$ cat src/hdl/bcc_pkg.sv
// Shared types and constants for the button click classifier.
package bcc_pkg;

    // Default counter width for elapsed and debounce counters
    localparam int COUNT_WIDTH_DEFAULT = 16;

    // Configuration register width and address width
    localparam int CFG_WIDTH   = 16;
    localparam int PADDR_WIDTH = 5;
    localparam int PDATA_WIDTH = 32;

    // Configuration register indexes (byte address is 4 * index)
    typedef enum logic [2:0] {
        REG_DEBOUNCE_TICKS     = 3'd0,
        REG_SHORT_TICKS        = 3'd1,
        REG_DOUBLE_TICKS       = 3'd2,
        REG_DEFAULT_LONG_TICKS = 3'd3,
        REG_CUSTOM_LONG_TICKS  = 3'd4,
        REG_CUSTOM_LONG_ENABLE = 3'd5
    } reg_index_t;

    // Configuration reset values
    localparam logic [CFG_WIDTH-1:0] DEBOUNCE_TICKS_RST     = 16'd2;
    localparam logic [CFG_WIDTH-1:0] SHORT_TICKS_RST        = 16'd10;
    localparam logic [CFG_WIDTH-1:0] DOUBLE_TICKS_RST       = 16'd30;
    localparam logic [CFG_WIDTH-1:0] DEFAULT_LONG_TICKS_RST = 16'd100;
    localparam logic [CFG_WIDTH-1:0] CUSTOM_LONG_TICKS_RST  = 16'd0;
    localparam logic                 CUSTOM_LONG_ENABLE_RST = 1'b0;

    // Click phase machine, one-hot
    typedef enum logic [3:0] {
        PH_IDLE     = 4'b0001,
        PH_PRESSED  = 4'b0010,
        PH_RELEASED = 4'b0100,
        PH_HOLD     = 4'b1000
    } phase_t;

    // Reported event codes
    typedef enum logic [1:0] {
        EV_NONE   = 2'd0,
        EV_SINGLE = 2'd1,
        EV_DOUBLE = 2'd2,
        EV_LONG   = 2'd3
    } event_t;

    // Press count values
    localparam logic [1:0] PRESS_NONE   = 2'd0;
    localparam logic [1:0] PRESS_FIRST  = 2'd1;
    localparam logic [1:0] PRESS_SECOND = 2'd2;

endpackage

$ cat src/hdl/button_click_classifier.sv
// Button click classifier: debounce, click phase machine, result register, APB registers.
//
// Usage:
//   s_valid/s_ready/s_pin_level carry one tick transaction each: the sampled
//   button pin. Every accepted tick yields exactly one result transaction on
//   m_valid/m_ready with m_event_code (0 none, 1 single click, 2 double click,
//   3 long hold) and m_pressed_now (debounced level after that tick).
//   The result is in the output register on the cycle after acceptance.
//   Throughput is one tick per cycle, set by the single
//   output register; s_ready stays high while that register is empty or is
//   being drained in the same cycle.
//   When the receiver stalls, the pending result holds in the output register
//   and s_ready drops until it is taken; no tick is lost.
//   The APB port (psel, penable, pwrite, paddr, pwdata, prdata, pready) holds
//   six registers at byte addresses 0..20; pready is always high and writes
//   are meant to happen while no tick is in flight.
//   Reset (aresetn low, synchronous) restores the register defaults, clears
//   the debounced level, counters and phase to idle, and empties the output.
module button_click_classifier #(
    parameter int COUNT_WIDTH = bcc_pkg::COUNT_WIDTH_DEFAULT
) (
    input  logic                             aclk,
    input  logic                             aresetn,
    // tick input channel
    input  logic                             s_valid,
    output logic                             s_ready,
    input  logic                             s_pin_level,
    // result channel
    output logic                             m_valid,
    input  logic                             m_ready,
    output logic [1:0]                       m_event_code,
    output logic                             m_pressed_now,
    // configuration port
    input  logic                             psel,
    input  logic                             penable,
    input  logic                             pwrite,
    input  logic [bcc_pkg::PADDR_WIDTH-1:0]  paddr,
    input  logic [bcc_pkg::PDATA_WIDTH-1:0]  pwdata,
    output logic [bcc_pkg::PDATA_WIDTH-1:0]  prdata,
    output logic                             pready
);

    localparam int CMP_WIDTH = (COUNT_WIDTH > bcc_pkg::CFG_WIDTH) ?
                               COUNT_WIDTH : bcc_pkg::CFG_WIDTH;
    localparam logic [COUNT_WIDTH-1:0] COUNT_MAX = {COUNT_WIDTH{1'b1}};

    // Configuration registers
    logic [bcc_pkg::CFG_WIDTH-1:0] debounce_ticks_reg;
    logic [bcc_pkg::CFG_WIDTH-1:0] short_ticks_reg;
    logic [bcc_pkg::CFG_WIDTH-1:0] double_ticks_reg;
    logic [bcc_pkg::CFG_WIDTH-1:0] default_long_ticks_reg;
    logic [bcc_pkg::CFG_WIDTH-1:0] custom_long_ticks_reg;
    logic                          custom_long_enable_reg;

    // Tick state
    logic                   level_reg, level_next;
    bcc_pkg::phase_t        phase_reg, phase_next;
    logic [COUNT_WIDTH-1:0] elapsed_reg, elapsed_next;
    logic [COUNT_WIDTH-1:0] debounce_reg, debounce_next;
    logic [1:0]             press_reg, press_next;

    // Result register
    logic                   m_valid_reg;
    bcc_pkg::event_t        event_reg, event_next;
    logic                   pressed_reg;

    // Combinational helpers
    logic [COUNT_WIDTH-1:0]        elapsed_inc;
    logic [COUNT_WIDTH-1:0]        debounce_inc;
    logic [bcc_pkg::CFG_WIDTH-1:0] long_thr;
    logic [CMP_WIDTH-1:0]          elapsed_cmp;
    logic                          s_accept;
    logic                          cfg_write;
    bcc_pkg::reg_index_t           cfg_index;

    assign s_ready   = !m_valid_reg || m_ready;
    assign s_accept  = s_valid && s_ready;
    assign pready    = 1'b1;
    assign cfg_write = psel && penable && pwrite && pready;
    assign cfg_index = bcc_pkg::reg_index_t'(paddr[bcc_pkg::PADDR_WIDTH-1:2]);

    assign m_valid       = m_valid_reg;
    assign m_event_code  = event_reg;
    assign m_pressed_now = pressed_reg;

    // Register write
    always_ff @(posedge aclk) begin
        if (!aresetn) begin
            debounce_ticks_reg     <= bcc_pkg::DEBOUNCE_TICKS_RST;
            short_ticks_reg        <= bcc_pkg::SHORT_TICKS_RST;
            double_ticks_reg       <= bcc_pkg::DOUBLE_TICKS_RST;
            default_long_ticks_reg <= bcc_pkg::DEFAULT_LONG_TICKS_RST;
            custom_long_ticks_reg  <= bcc_pkg::CUSTOM_LONG_TICKS_RST;
            custom_long_enable_reg <= bcc_pkg::CUSTOM_LONG_ENABLE_RST;
        end else if (cfg_write) begin
            unique case (cfg_index)
                bcc_pkg::REG_DEBOUNCE_TICKS:
                    debounce_ticks_reg <= pwdata[bcc_pkg::CFG_WIDTH-1:0];
                bcc_pkg::REG_SHORT_TICKS:
                    short_ticks_reg <= pwdata[bcc_pkg::CFG_WIDTH-1:0];
                bcc_pkg::REG_DOUBLE_TICKS:
                    double_ticks_reg <= pwdata[bcc_pkg::CFG_WIDTH-1:0];
                bcc_pkg::REG_DEFAULT_LONG_TICKS:
                    default_long_ticks_reg <= pwdata[bcc_pkg::CFG_WIDTH-1:0];
                bcc_pkg::REG_CUSTOM_LONG_TICKS:
                    custom_long_ticks_reg <= pwdata[bcc_pkg::CFG_WIDTH-1:0];
                bcc_pkg::REG_CUSTOM_LONG_ENABLE:
                    custom_long_enable_reg <= pwdata[0];
                default: ; // unmapped addresses ignored
            endcase
        end
    end

    // Register read
    always_comb begin
        prdata = '0;
        unique case (cfg_index)
            bcc_pkg::REG_DEBOUNCE_TICKS:
                prdata = bcc_pkg::PDATA_WIDTH'(debounce_ticks_reg);
            bcc_pkg::REG_SHORT_TICKS:
                prdata = bcc_pkg::PDATA_WIDTH'(short_ticks_reg);
            bcc_pkg::REG_DOUBLE_TICKS:
                prdata = bcc_pkg::PDATA_WIDTH'(double_ticks_reg);
            bcc_pkg::REG_DEFAULT_LONG_TICKS:
                prdata = bcc_pkg::PDATA_WIDTH'(default_long_ticks_reg);
            bcc_pkg::REG_CUSTOM_LONG_TICKS:
                prdata = bcc_pkg::PDATA_WIDTH'(custom_long_ticks_reg);
            bcc_pkg::REG_CUSTOM_LONG_ENABLE:
                prdata = bcc_pkg::PDATA_WIDTH'(custom_long_enable_reg);
            default: prdata = '0;
        endcase
    end

    // Elapsed counter advances first, saturating, outside idle
    always_comb begin
        elapsed_inc = elapsed_reg;
        if (phase_reg != bcc_pkg::PH_IDLE && elapsed_reg != COUNT_MAX) begin
            elapsed_inc = elapsed_reg + 1'b1;
        end
    end

    // Debounce: a changed level must persist debounce_ticks ticks
    always_comb begin
        debounce_inc  = (debounce_reg == COUNT_MAX) ? debounce_reg : debounce_reg + 1'b1;
        level_next    = level_reg;
        debounce_next = '0;
        if (level_reg != s_pin_level) begin
            if (CMP_WIDTH'(debounce_inc) >= CMP_WIDTH'(debounce_ticks_reg)) begin
                level_next = s_pin_level;
            end else begin
                debounce_next = debounce_inc;
            end
        end
    end

    // Click phase machine on the new debounced level
    always_comb begin
        long_thr     = custom_long_enable_reg ? custom_long_ticks_reg
                                              : default_long_ticks_reg;
        elapsed_cmp  = CMP_WIDTH'(elapsed_inc);
        phase_next   = phase_reg;
        elapsed_next = elapsed_inc;
        press_next   = press_reg;
        event_next   = bcc_pkg::EV_NONE;
        unique case (phase_reg)
            bcc_pkg::PH_IDLE: begin
                if (level_next) begin
                    phase_next   = bcc_pkg::PH_PRESSED;
                    elapsed_next = '0;
                    press_next   = bcc_pkg::PRESS_FIRST;
                end
            end
            bcc_pkg::PH_PRESSED: begin
                if (!level_next) begin
                    // short releases are ignored
                    if (elapsed_cmp > CMP_WIDTH'(short_ticks_reg)) begin
                        if (press_reg == bcc_pkg::PRESS_FIRST) begin
                            phase_next = bcc_pkg::PH_RELEASED;
                        end else if (press_reg == bcc_pkg::PRESS_SECOND) begin
                            event_next = bcc_pkg::EV_DOUBLE;
                            phase_next = bcc_pkg::PH_IDLE;
                        end
                        elapsed_next = '0;
                    end
                end else if (elapsed_cmp > CMP_WIDTH'(long_thr)) begin
                    phase_next   = bcc_pkg::PH_HOLD;
                    elapsed_next = '0;
                end
            end
            bcc_pkg::PH_RELEASED: begin
                if (level_next) begin
                    press_next   = bcc_pkg::PRESS_SECOND;
                    phase_next   = bcc_pkg::PH_PRESSED;
                    elapsed_next = '0;
                end else if (elapsed_cmp > CMP_WIDTH'(double_ticks_reg)) begin
                    elapsed_next = '0;
                    event_next   = bcc_pkg::EV_SINGLE;
                    phase_next   = bcc_pkg::PH_IDLE;
                end
            end
            bcc_pkg::PH_HOLD: begin
                // long hold reported every tick while held
                if (level_next) begin
                    elapsed_next = '0;
                    event_next   = bcc_pkg::EV_LONG;
                end else begin
                    phase_next = bcc_pkg::PH_IDLE;
                end
            end
            default: begin
                phase_next = bcc_pkg::PH_IDLE;
            end
        endcase
    end

    // State update on each accepted tick
    always_ff @(posedge aclk) begin
        if (!aresetn) begin
            level_reg    <= 1'b0;
            phase_reg    <= bcc_pkg::PH_IDLE;
            elapsed_reg  <= '0;
            debounce_reg <= '0;
            press_reg    <= bcc_pkg::PRESS_NONE;
        end else if (s_accept) begin
            level_reg    <= level_next;
            phase_reg    <= phase_next;
            elapsed_reg  <= elapsed_next;
            debounce_reg <= debounce_next;
            press_reg    <= press_next;
        end
    end

    // Result register: loads on accept, empties when taken
    always_ff @(posedge aclk) begin
        if (!aresetn) begin
            m_valid_reg <= 1'b0;
        end else if (s_accept) begin
            m_valid_reg <= 1'b1;
        end else if (m_ready) begin
            m_valid_reg <= 1'b0;
        end
    end

    always_ff @(posedge aclk) begin
        if (s_accept) begin
            event_reg   <= event_next;
            pressed_reg <= level_next;
        end
    end

endmodule
$ cat config.mk
export PLATFORM = sky130hd
export DESIGN_NAME = button_click_classifier
export DESIGN_NICKNAME = d
export VERILOG_FILES = /design/src/hdl/bcc_pkg.sv /design/src/hdl/button_click_classifier.sv
export SDC_FILE = /design/constraint.sdc
export NUM_CORES = 1
export LEC_CHECK = 0
export ABC_AREA = 1
export CORE_UTILIZATION = 39
export DETAILED_ROUTE_END_ITERATION = 6
export DONT_BUFFER_PORTS = 1
export PLACE_DENSITY = 0.61
export SLEW_MARGIN = 25
export SYNTH_ARGS = -nofsm -noshare
export SYNTH_HDL_FRONTEND = slang
export SYNTH_SLANG_ARGS = --single-unit
export TNS_END_PERCENT = 30
$ cat constraint.sdc
create_clock -name aclk -period 9.03 [get_ports aclk]
set_input_delay 1.3545 -clock aclk [delete_from_list [all_inputs] [get_ports aclk]]
set_output_delay 1.3545 -clock aclk [all_outputs]
set_load 0.05 [all_outputs]
==> results of run 1 <==
[metrics by stage]
step	cells	cell area, sq um	hold slack (ps)	total power, mW	worst slack (ps)
after floorplan	1076	7670	446	0.728	4830
after global placement	1287	7710	462	0.739	4270
after detailed placement	1287	7760	473	0.740	4260
after CTS	1319	8330	482	1.41	4250
after global routing	1319	8350	500	1.45	3650
final	1319	8350	480	1.40	4240
[layout make-up]
type / instances / area (sq um) / share of cell area, %
inverters: 149 / 559 / 6.70
well taps: 260 / 325 / 3.90
flip-flops and latches: 124 / 2510 / 30.1
clock inverters: 15 / 148 / 1.77
repair buffers: 6 / 45.0 / 0.539
clock buffers: 17 / 425 / 5.09
multi-input cells: 748 / 4340 / 51.9
[worst reg2reg max path, stage by stage (launching register included)]
cell and delay [ps]:
dfxtp_1 390, ha_1 220, inv_1 70, nor3_1 310, nand2_1 130, nor3_1 220
nand3_1 190, nor2_1 250, inv_1 150, nand3_1 140, nor3_1 70, xor2_1 210
ha_1 280, a21oi_1 160, o21a_1 140, nand2_1 50, nand2_1 50, nand3_1 180
o21ai_2 400, nand2_1 170, o21ai_0 130, nand2_1 80, nor2_1 260, nand2_1 150
nand2_1 80, a21oi_1 50
[cell usage in the layout, fill, tap and decap left out, drive strengths merged, types with 4 or more instances in the layout]
cell type,Yosys,layout
conb,2,17
nand4,7,7
o221ai,17,17
xor2,19,19
o21ai,93,93
xnor2,4,4
ha,62,62
nor2,128,128
nand3,32,32
a21oi,133,133
nor3,16,16
buf,21,6
o211ai,8,8
nand2,159,159
a22oi,15,15
nor4,4,4
dfxtp,121,121
clkinv,3,5
o22ai,13,13
inv,146,156
clkbuf,31,17
[metal layers]
layer | part of all wire, % | vias to the layer above | GRT usage (%) | wire (um)
met5 | 0 | - | 0 | 0
met4 | 0.96 | 0 | 5.38 | 190
met3 | 6.0 | 15 | 4.62 | 1180
met2 | 46 | 165 | 34.3 | 9120
met1 | 47 | 2988 | 27.2 | 9310
li1 | - | 3496 | - | -
[kinds of logic after synthesis]
family	count (synthesis)
AOI/OAI and AO/OA	294
xor gates and xnor gates	23
adders and majority gates	62
and+or+nand+nor	349
other	2
muxes	3
DFF	124
buffers and inverters	204
[report_power, final]
group | total [mW] | internal [mW] | switching (mW)
Clock | 0.667 | 0.387 | 0.280
Sequential | 0.571 | 0.559 | 0.0114
Combinational | 0.159 | 0.0372 | 0.121
[how the worst max path moves through the flow]
stage | from | endpoint | cells after the start
after floorplan | paddr[3] | prdata[0] | 4
after global placement | paddr[3] | prdata[0] | 4
after detailed placement | paddr[3] | prdata[0] | 4
after CTS | paddr[3] | prdata[0] | 4
after global routing | debounce_reg[0] | phase_reg[3] | 25
final | paddr[3] | prdata[0] | 4
==> reports/metrics.cfg, run 1 <==
[clock_tree]
htreeDepth=4
postCtsHoldBufs=0
ctsResizeCount=0
clock-sinks=124
cts_root_buffer=clkbuf_16
cts_setup_buffers=0
cts_buffer_depth=2
cts_tree=built
clkTransAtPathRegs_ps=60
insertion_delay_ps=420
numCtsBuffers=17

[timing]
period_minus_slack_ps=4790
timing.fmax_ghz=0.209
slew_headroom_pct=26.4
final.period_utilization_pct=53.0
maxSlewViolCount=0
skew_ps=10.3
rsz0062_at_grt=false
hold_viol=0
setup_viol=0
tns_ps=0
worst_slew_pin_slew_ps=1100

[final_layout]
area_delta_synth_final_pct=9.66
diodes=0
fillers=1988
utilization_pct=44.2
layout-drive-gt1-share_pct=7.93
num-nets-final=1153

[synthesis]
synth_seq_cells=124
synth_area_leaders=dfxtp_1, ha_1, a21oi_1
yosys.area_share.simple_pct=19.6
synth_warnings=0
ys_types=49
yosysSeqAreaShare_pct=33.0
synth.most_common_cell=inv_1
yosys.area_share.adder_pct=10.2
synth_top_family_by_area=compound AO/OA/AOI/OAI gates
synth_xor_area_share_pct=2.64
ys_async_sr_fraction_pct=0
synth_cells=1061
synth_area_sq_um=7620
synth-compound-area-share_pct=22.4
synth_edf_count=3
syn_area_per_cell_sq_um=7.18
synth_top_area_cell=dfxtp_1
yosysTopAreaCellShare_pct=31.8
synthTopCellsByCount=inv_1, nand2_1, nor2_1
synthMuxAreaShare_pct=0.394
synthFlopType=dfxtp_1

[drt]
drtIter0Drc=390
drt_first_pass_iters=5
drc=0
antenna_left=0
viasPerCell=5.05
drt-wirelength-per-cell_um=15.0
route.vias.total=6664
routed_wl_mm=19.8

[global_route]
antenna_found_initial=0
grt_max_degree=84
grt_pass1_vias=6309
grt_usage_pct=20.7
grt_remaining_overflow=0
grt_pass1_wl_mm=32.4

[floorplan]
die_w_um=142
ios=83
core_sq_um=18900
start_util_pct=40.3
rows=50
dieArea_sq_um=20100
die_h_um=142

[setup_path]
crit_slowest_cell=o2111ai_1
cp_num_buf_inv=2
slowest_delay_ps=980
critPathTopFamily=compound AO/OA/AOI/OAI gates
cp.arrival_ps=3430
cp-start-kind=input port
cp_common_cell=inv_1
crit_fanout=10
reg2reg_from=debounce_reg[0]
timing.rr.end=phase_reg[1]
r2r_cells=25
worstPathCellList=inv_1, nor3_2, inv_1, o2111ai_1
r2r_setup_slack_ps=4360
crit_type=in2out
crit_required_ps=7680
worst_setup_path_end_kind=primary output

[place]
hpwl_mm=14.5
port_buffers=0
gp_congestion=0.829

[worst_hold_path]
hold_end=default_long_ticks_reg[10]
min_path_type=reg2reg
hold_depth=2
hp-start=default_long_ticks_reg[10]

[power_and_ir_drop]
power.density_nw_per_um2=167
p_leak_nw=3.48
ir_drop_v=0.000129

[outcome]
status=finished, final reports clean

[flow_run]
drv_cap=0

Power figures use the tool's default switching activity.
==> run 2: changes to the inputs <==
--- a/config.mk
+++ b/config.mk
@@ -5,11 +5,11 @@
 export SDC_FILE = /design/constraint.sdc
 export NUM_CORES = 1
 export LEC_CHECK = 0
-export ABC_AREA = 1
+export ABC_AREA = 0
 export CORE_UTILIZATION = 39
 export DETAILED_ROUTE_END_ITERATION = 6
 export DONT_BUFFER_PORTS = 1
-export PLACE_DENSITY = 0.61
+export PLACE_DENSITY = 0.63
 export SLEW_MARGIN = 25
 export SYNTH_ARGS = -nofsm -noshare
 export SYNTH_HDL_FRONTEND = slang
==> constraint.sdc (replaced) <==
create_clock -name aclk -period 3.89 [get_ports aclk]
set_input_delay 0.5835 -clock aclk [delete_from_list [all_inputs] [get_ports aclk]]
set_output_delay 0.5835 -clock aclk [all_outputs]
set_load 0.05 [all_outputs]
==> run 2 against run 1 <==
Net effect: the flow now finishes with violations (negative setup slack); clock skew decreased by 2.5 ps; combinational power increased by 140%; via count is 15% higher; design area up 19%; synthesized area up 6.6%; hold slack worse by 210 ps.
==> reports/metrics.cfg, run 2 <==
[synthesis]
synth_area_sq_um=8120
yosysTopAreaCellShare_pct=29.8
synth.most_common_cell=nand2_1
yosysSeqAreaShare_pct=31.0
synth_area_leaders=dfxtp_1, nand2_1, ha_1
synth_edf_count=3
syn_area_per_cell_sq_um=7.86
synth_warnings=0
synthTopCellsByCount=nand2_1, dfxtp_1, a21boi_0
synth_top_area_cell=dfxtp_1
synth_seq_cells=124
synth_cells=1033
ys_async_sr_fraction_pct=0
ys_types=63
synthFlopType=dfxtp_1

[place]
gp_congestion=0.852
dp.cells=1361
dp_slack_ps=-110
port_buffers=0
hpwl_mm=17.4

[power_and_ir_drop]
power.density_nw_per_um2=322
sw_frac_of_total_pct=28.1
clockPowerShare_pct=46.7
p_leak_nw=4.02
seqPwrFrac_pct=41.2
ir_drop_v=0.000302
p_switching_uw=897
p_int_mw=2.30
comb_power_share_pct=12.1

[setup_path]
crit_required_ps=4210
crit_type=reg2reg
worst_setup_path_end_kind=flip-flop
crit_fanout=14
cp-start-kind=flip-flop
cp.arrival_ps=4270

[floorplan]
ios=83
dieArea_sq_um=21400
core_sq_um=20300
die_w_um=146
die_h_um=146
rows=52
start_util_pct=40.0

[drt]
viasPerCell=5.44
drt-wirelength-per-cell_um=17.5
drc=0
drtIter0Drc=631
route.vias.total=7634
drt_first_pass_iters=5
routed_wl_mm=24.6
antenna_left=0

[final_layout]
area_delta_synth_final_pct=22.2
diodes=0
fillers=2025
final_common_cell=nand2_1
stdcell_count=1403
num-nets-final=1227
final_cell_mix=nand2_1, buf_4, dfxtp_1, a21boi_0, ha_1
layout-drive-gt1-share_pct=18.8
utilization_pct=48.8

[global_route]
grt_pass1_wl_mm=38.4
grt_max_degree=114
use_met3_pct=4.84
use_met1_pct=31.0
grt_remaining_overflow=0
grt_pass1_vias=7212
grt-busiest-layer=met2
met2_usage_pct=35.4
antenna_found_initial=0
grt_usage_pct=23.1

[timing]
hold_ws_ps=272
maxSlewViolCount=0
rsz0062_at_grt=true
fin_ws_ps=-64.6
worst_slew_pin_slew_ps=1100
slew_headroom_pct=26.5
period_minus_slack_ps=3950
skew_ps=7.85
final.period_utilization_pct=102
setup_viol=16
timing.fmax_ghz=0.253
hold_viol=0
tns_ps=-681

[clock_tree]
cts_root_buffer=clkbuf_16
postCtsHoldBufs=0
numCtsBuffers=17
clock-sinks=124
htreeDepth=4
clkTransAtPathRegs_ps=60
insertion_delay_ps=430
cts_buffer_depth=2
cts_tree=built

[outcome]
status=complete, but fails checks
failed_checks=negative setup slack

[flow_run]
drv_cap=0

[worst_hold_path]
min_path_type=in2reg

-- run 2: cell count changes after synthesis, sizes merged, moves of 14 or more --
cell and delta:
nand2 +57, o21ai -58, nor2b +20, nor2 -85, a22o +15, a21boi +80
a21o +14, inv -90, xnor2 +15, clkbuf +19, a21oi -88, nand4 +15
mux2i +32, o221ai -16
-- run 2: cell type report --
type | count | area (sq um) | share of cell area, %
multi-input combinational | 794 | 5320 | 53.7
sequential | 124 | 2520 | 25.4
timing repair buffer | 127 | 970 | 9.78
clock buffer | 18 | 439 | 4.43
tap | 270 | 338 | 3.41
inverter | 56 | 210 | 2.12
clock inverter | 14 | 116 | 1.17
-- run 2: worst paths after layout --
kind	from	endpoint	slack, ps	cells past startpoint
worst max-delay path	debounce_reg[8]	elapsed_reg[7]	-60	14
worst max register to register	debounce_reg[8]	elapsed_reg[7]	-60	14
worst min register to register	debounce_ticks_reg[14]	debounce_ticks_reg[14]	460	2
worst min-delay path	aresetn	elapsed_reg[0]	270	2
-- run 2: through the flow --
step | total power [mW] | area, sq um
6_report | 3.19 | 9910
5_1_grt | 3.29 | 9910
4_1_cts | 3.19 | 9750
3_5_place_dp | 1.69 | 9090
3_3_place_gp | 1.69 | 9090
2_1_floorplan | 1.63 | 8220
-- run 2: power by group through the flow --
stage | registers, mW | logic (mW) | clock network (mW)
final | 1.31 | 0.387 | 1.49
after global routing | 1.32 | 0.412 | 1.56
after CTS | 1.31 | 0.363 | 1.52
after detailed placement | 1.34 | 0.349 | 0
after global placement | 1.34 | 0.346 | 0
after floorplan | 1.34 | 0.285 | 0
-- run 2: layer usage --
layer  wire, um  part of all wire [%]
met4        831                   3.4
met3       1690                   6.9
met5          0                     0
met1      11200                    45
met2      10900                    44
-- run 2: cells by family (layout without fill, tap and decap cells) --
logic type,Yosys count,count (layout),share of synthesized area [%]
fa+ha+maj,62,62,9.56
other cells,2,17,0.0925
mux,38,38,4.73
simple gates,382,382,21.8
buf+inv,130,215,6.97
flops,124,124,31.0
compound gates,265,265,22.4
xor+xnor,30,30,3.41
-- run 2: critical path, cell delays in order (launching register included) --
cell      delay (ps)
dfxtp_1          340
inv_2             60
nor4_4           320
nand4_1          220
buf_4            190
mux2_4           320
ha_4             210
a2111o_1         440
a221o_1          360
a211oi_2         290
o32ai_4          180
a211o_1          320
a21o_1           200
buf_12           150
a22o_1           220
-- run 2: repair_timing --
action	CTS	global route
pin swaps	12	25
buffers inserted	5	7
setup endpoints to repair	19	35
gates resized for setup	14	30
==> run 3: changes to the inputs <==
--- a/config.mk
+++ b/config.mk
@@ -6,10 +6,13 @@
 export NUM_CORES = 1
 export LEC_CHECK = 0
 export ABC_AREA = 0
+export CELL_PAD_IN_SITES_DETAIL_PLACEMENT = 1
+export CELL_PAD_IN_SITES_GLOBAL_PLACEMENT = 1
 export CORE_UTILIZATION = 39
+export CTS_BUF_LIST = sky130_fd_sc_hd__clkbuf_8 sky130_fd_sc_hd__clkbuf_16
 export DETAILED_ROUTE_END_ITERATION = 6
 export DONT_BUFFER_PORTS = 1
-export PLACE_DENSITY = 0.63
+export PLACE_DENSITY = 0.67
 export SLEW_MARGIN = 25
 export SYNTH_ARGS = -nofsm -noshare
 export SYNTH_HDL_FRONTEND = slang
==> run 3 against run 2 <==
Net effect: the flow still finishes with violations (negative setup slack); utilization increased by 0.39 points; critical path depth increased by 5; sequential cell count unchanged; sequential share of layout area is 0.25 points lower; worst setup slack worse by 120 ps; global-route usage up 3.3 points; die area is the same; count of clock-buffer cells in the layout is 1 lower; combinational power barely moved; register-to-register slack got worse by 120 ps; clock skew up 2.6 ps; critical path type unchanged; largest cell class unchanged.
==> reports/metrics.cfg, run 3 (synthesis gave the netlist of run 2 again) <==
[outcome]
status=complete, but fails checks
failed_checks=negative setup slack

[global_route]
antenna_found_initial=0
grt_pass1_wl_mm=43.5
grt_pass1_vias=7968
grt_usage_pct=26.4
grt_max_degree=114
grt_remaining_overflow=0

[final_layout]
fillers=2484
num-nets-final=1241
area_delta_synth_final_pct=23.1
layout-drive-gt1-share_pct=19.0
diodes=0
final_common_cell=nand2_1
final_area_sq_um=9990
utilization_pct=49.2
final_cell_mix=nand2_1, buf_4, dfxtp_1, a21boi_0, ha_1

[drt]
drtIter0Drc=468
drt-wirelength-per-cell_um=19.7
drt_first_pass_iters=5
antenna_left=0
routed_wl_mm=27.9
drc=0
route.vias.total=7837
viasPerCell=5.53

[timing]
final.period_utilization_pct=105
hold_viol=0
worst_slew_pin_slew_ps=1080
period_minus_slack_ps=4080
fin_ws_ps=-188
skew_ps=10.4
setup_viol=20
tns_ps=-2920
slew_headroom_pct=27.6
maxSlewViolCount=0
timing.fmax_ghz=0.245
rsz0062_at_grt=true

[power_and_ir_drop]
ir_drop_v=0.000310
p_leak_nw=4.09
power.density_nw_per_um2=330

[clock_tree]
insertion_delay_ps=430
clock-sinks=124
clkTransAtPathRegs_ps=70
htreeDepth=4
cts_buffer_depth=2
cts_tree=built
numCtsBuffers=17
postCtsHoldBufs=0
cts_root_buffer=clkbuf_16

[flow_run]
drv_cap=0

[floorplan]
die_h_um=146
die_w_um=146
rows=52
ios=83
dieArea_sq_um=21400
start_util_pct=40.0
core_sq_um=20300

[place]
port_buffers=0
placed_area_sq_um=9180
gp_congestion=0.844
hpwl_mm=19.9

[setup_path]
crit_fanout=14
cp.arrival_ps=4400
crit_type=reg2reg
cp-start-kind=flip-flop
worst_setup_path_end_kind=flip-flop
crit_required_ps=4210

[worst_hold_path]
min_path_type=in2reg

==> run 3: cell count changes in the layout (fill, tap and decap cells not counted), sizes merged <==
cell,change
clkbuf,-1
buf,+14
inv,+6
bufinv,+1
clkinv,-5
clkinvlp,-1
==> run 3: path summary, 6_finish.rpt <==
| check | cells after the start | slack (ps) | from | endpoint |
|---|---|---|---|---|
| hold / removal | 2 | 290 | pwdata[2] | default_long_ticks_reg[2] |
| hold reg to reg | 2 | 460 | double_ticks_reg[11] | double_ticks_reg[11] |
| setup / recovery | 19 | -190 | elapsed_reg[1] | elapsed_reg[9] |
| setup reg to reg | 19 | -190 | elapsed_reg[1] | elapsed_reg[9] |
==> run 3: metal layers <==
layer,part of all wire [%],up-vias,routed length (um),GRT usage (%)
met2,46,164,12800,41.9
li1,-,3790,-,-
met5,0,-,0,0
met1,48,3855,13400,36.4
met3,4.3,28,1210,4.03
met4,2.0,0,565,8.75
==> run 3: through the flow <==
step                      hold WS (ps)  worst slack [ps]  instances  power, mW
after global routing               280              -378       1417       3.42
after global placement             449              -158       1372       1.70
after CTS                          250              -126       1411       3.32
final                              288              -188       1417       3.30
after floorplan                    443              3.26       1048       1.63
after detailed placement           456              -181       1372       1.71
==> run 3: what timing repair did <==
action | 4_1_cts | 5_1_grt
gates resized for setup | 6 | 28
endpoints found under the setup margin | 20 | 33
pin swaps | 7 | 14
gates cloned | 0 | 0
buffers inserted | 7 | 6
==> run 3: cell type report <==
type,instances,area [sq um],share of cell area (%)
repair buffers,141,1080,10.8
well taps,270,338,3.38
inverters,56,210,2.10
flip-flops and latches,124,2520,25.2
multi-input cells,794,5270,52.7
clock buffers,17,425,4.26
clock inverters,15,154,1.54
==> run 3: worst max-delay path, cell delays in order, from the launching register on <==
cell and delay, ps:
dfxtp_2 330, ha_2 190, nand4_1 170, nor4_4 380, nor2_2 100, buf_4 160
buf_4 130, nand4_1 140, xnor2_1 180, ha_1 330, nand4_1 170, or3_4 370
a21oi_2 120, nor3b_2 60, buf_4 140, o21a_1 170, a211o_1 270, a21o_1 200
buf_12 150, a22o_1 220
==> run 3: power by group <==
group / internal (mW) / leakage (nW) / switching (mW)
combinational: 0.158 / 2.81 / 0.228
clock: 0.904 / 0.278 / 0.698
sequential: 1.29 / 1.01 / 0.0206
total: 2.35 / 4.09 / 0.947
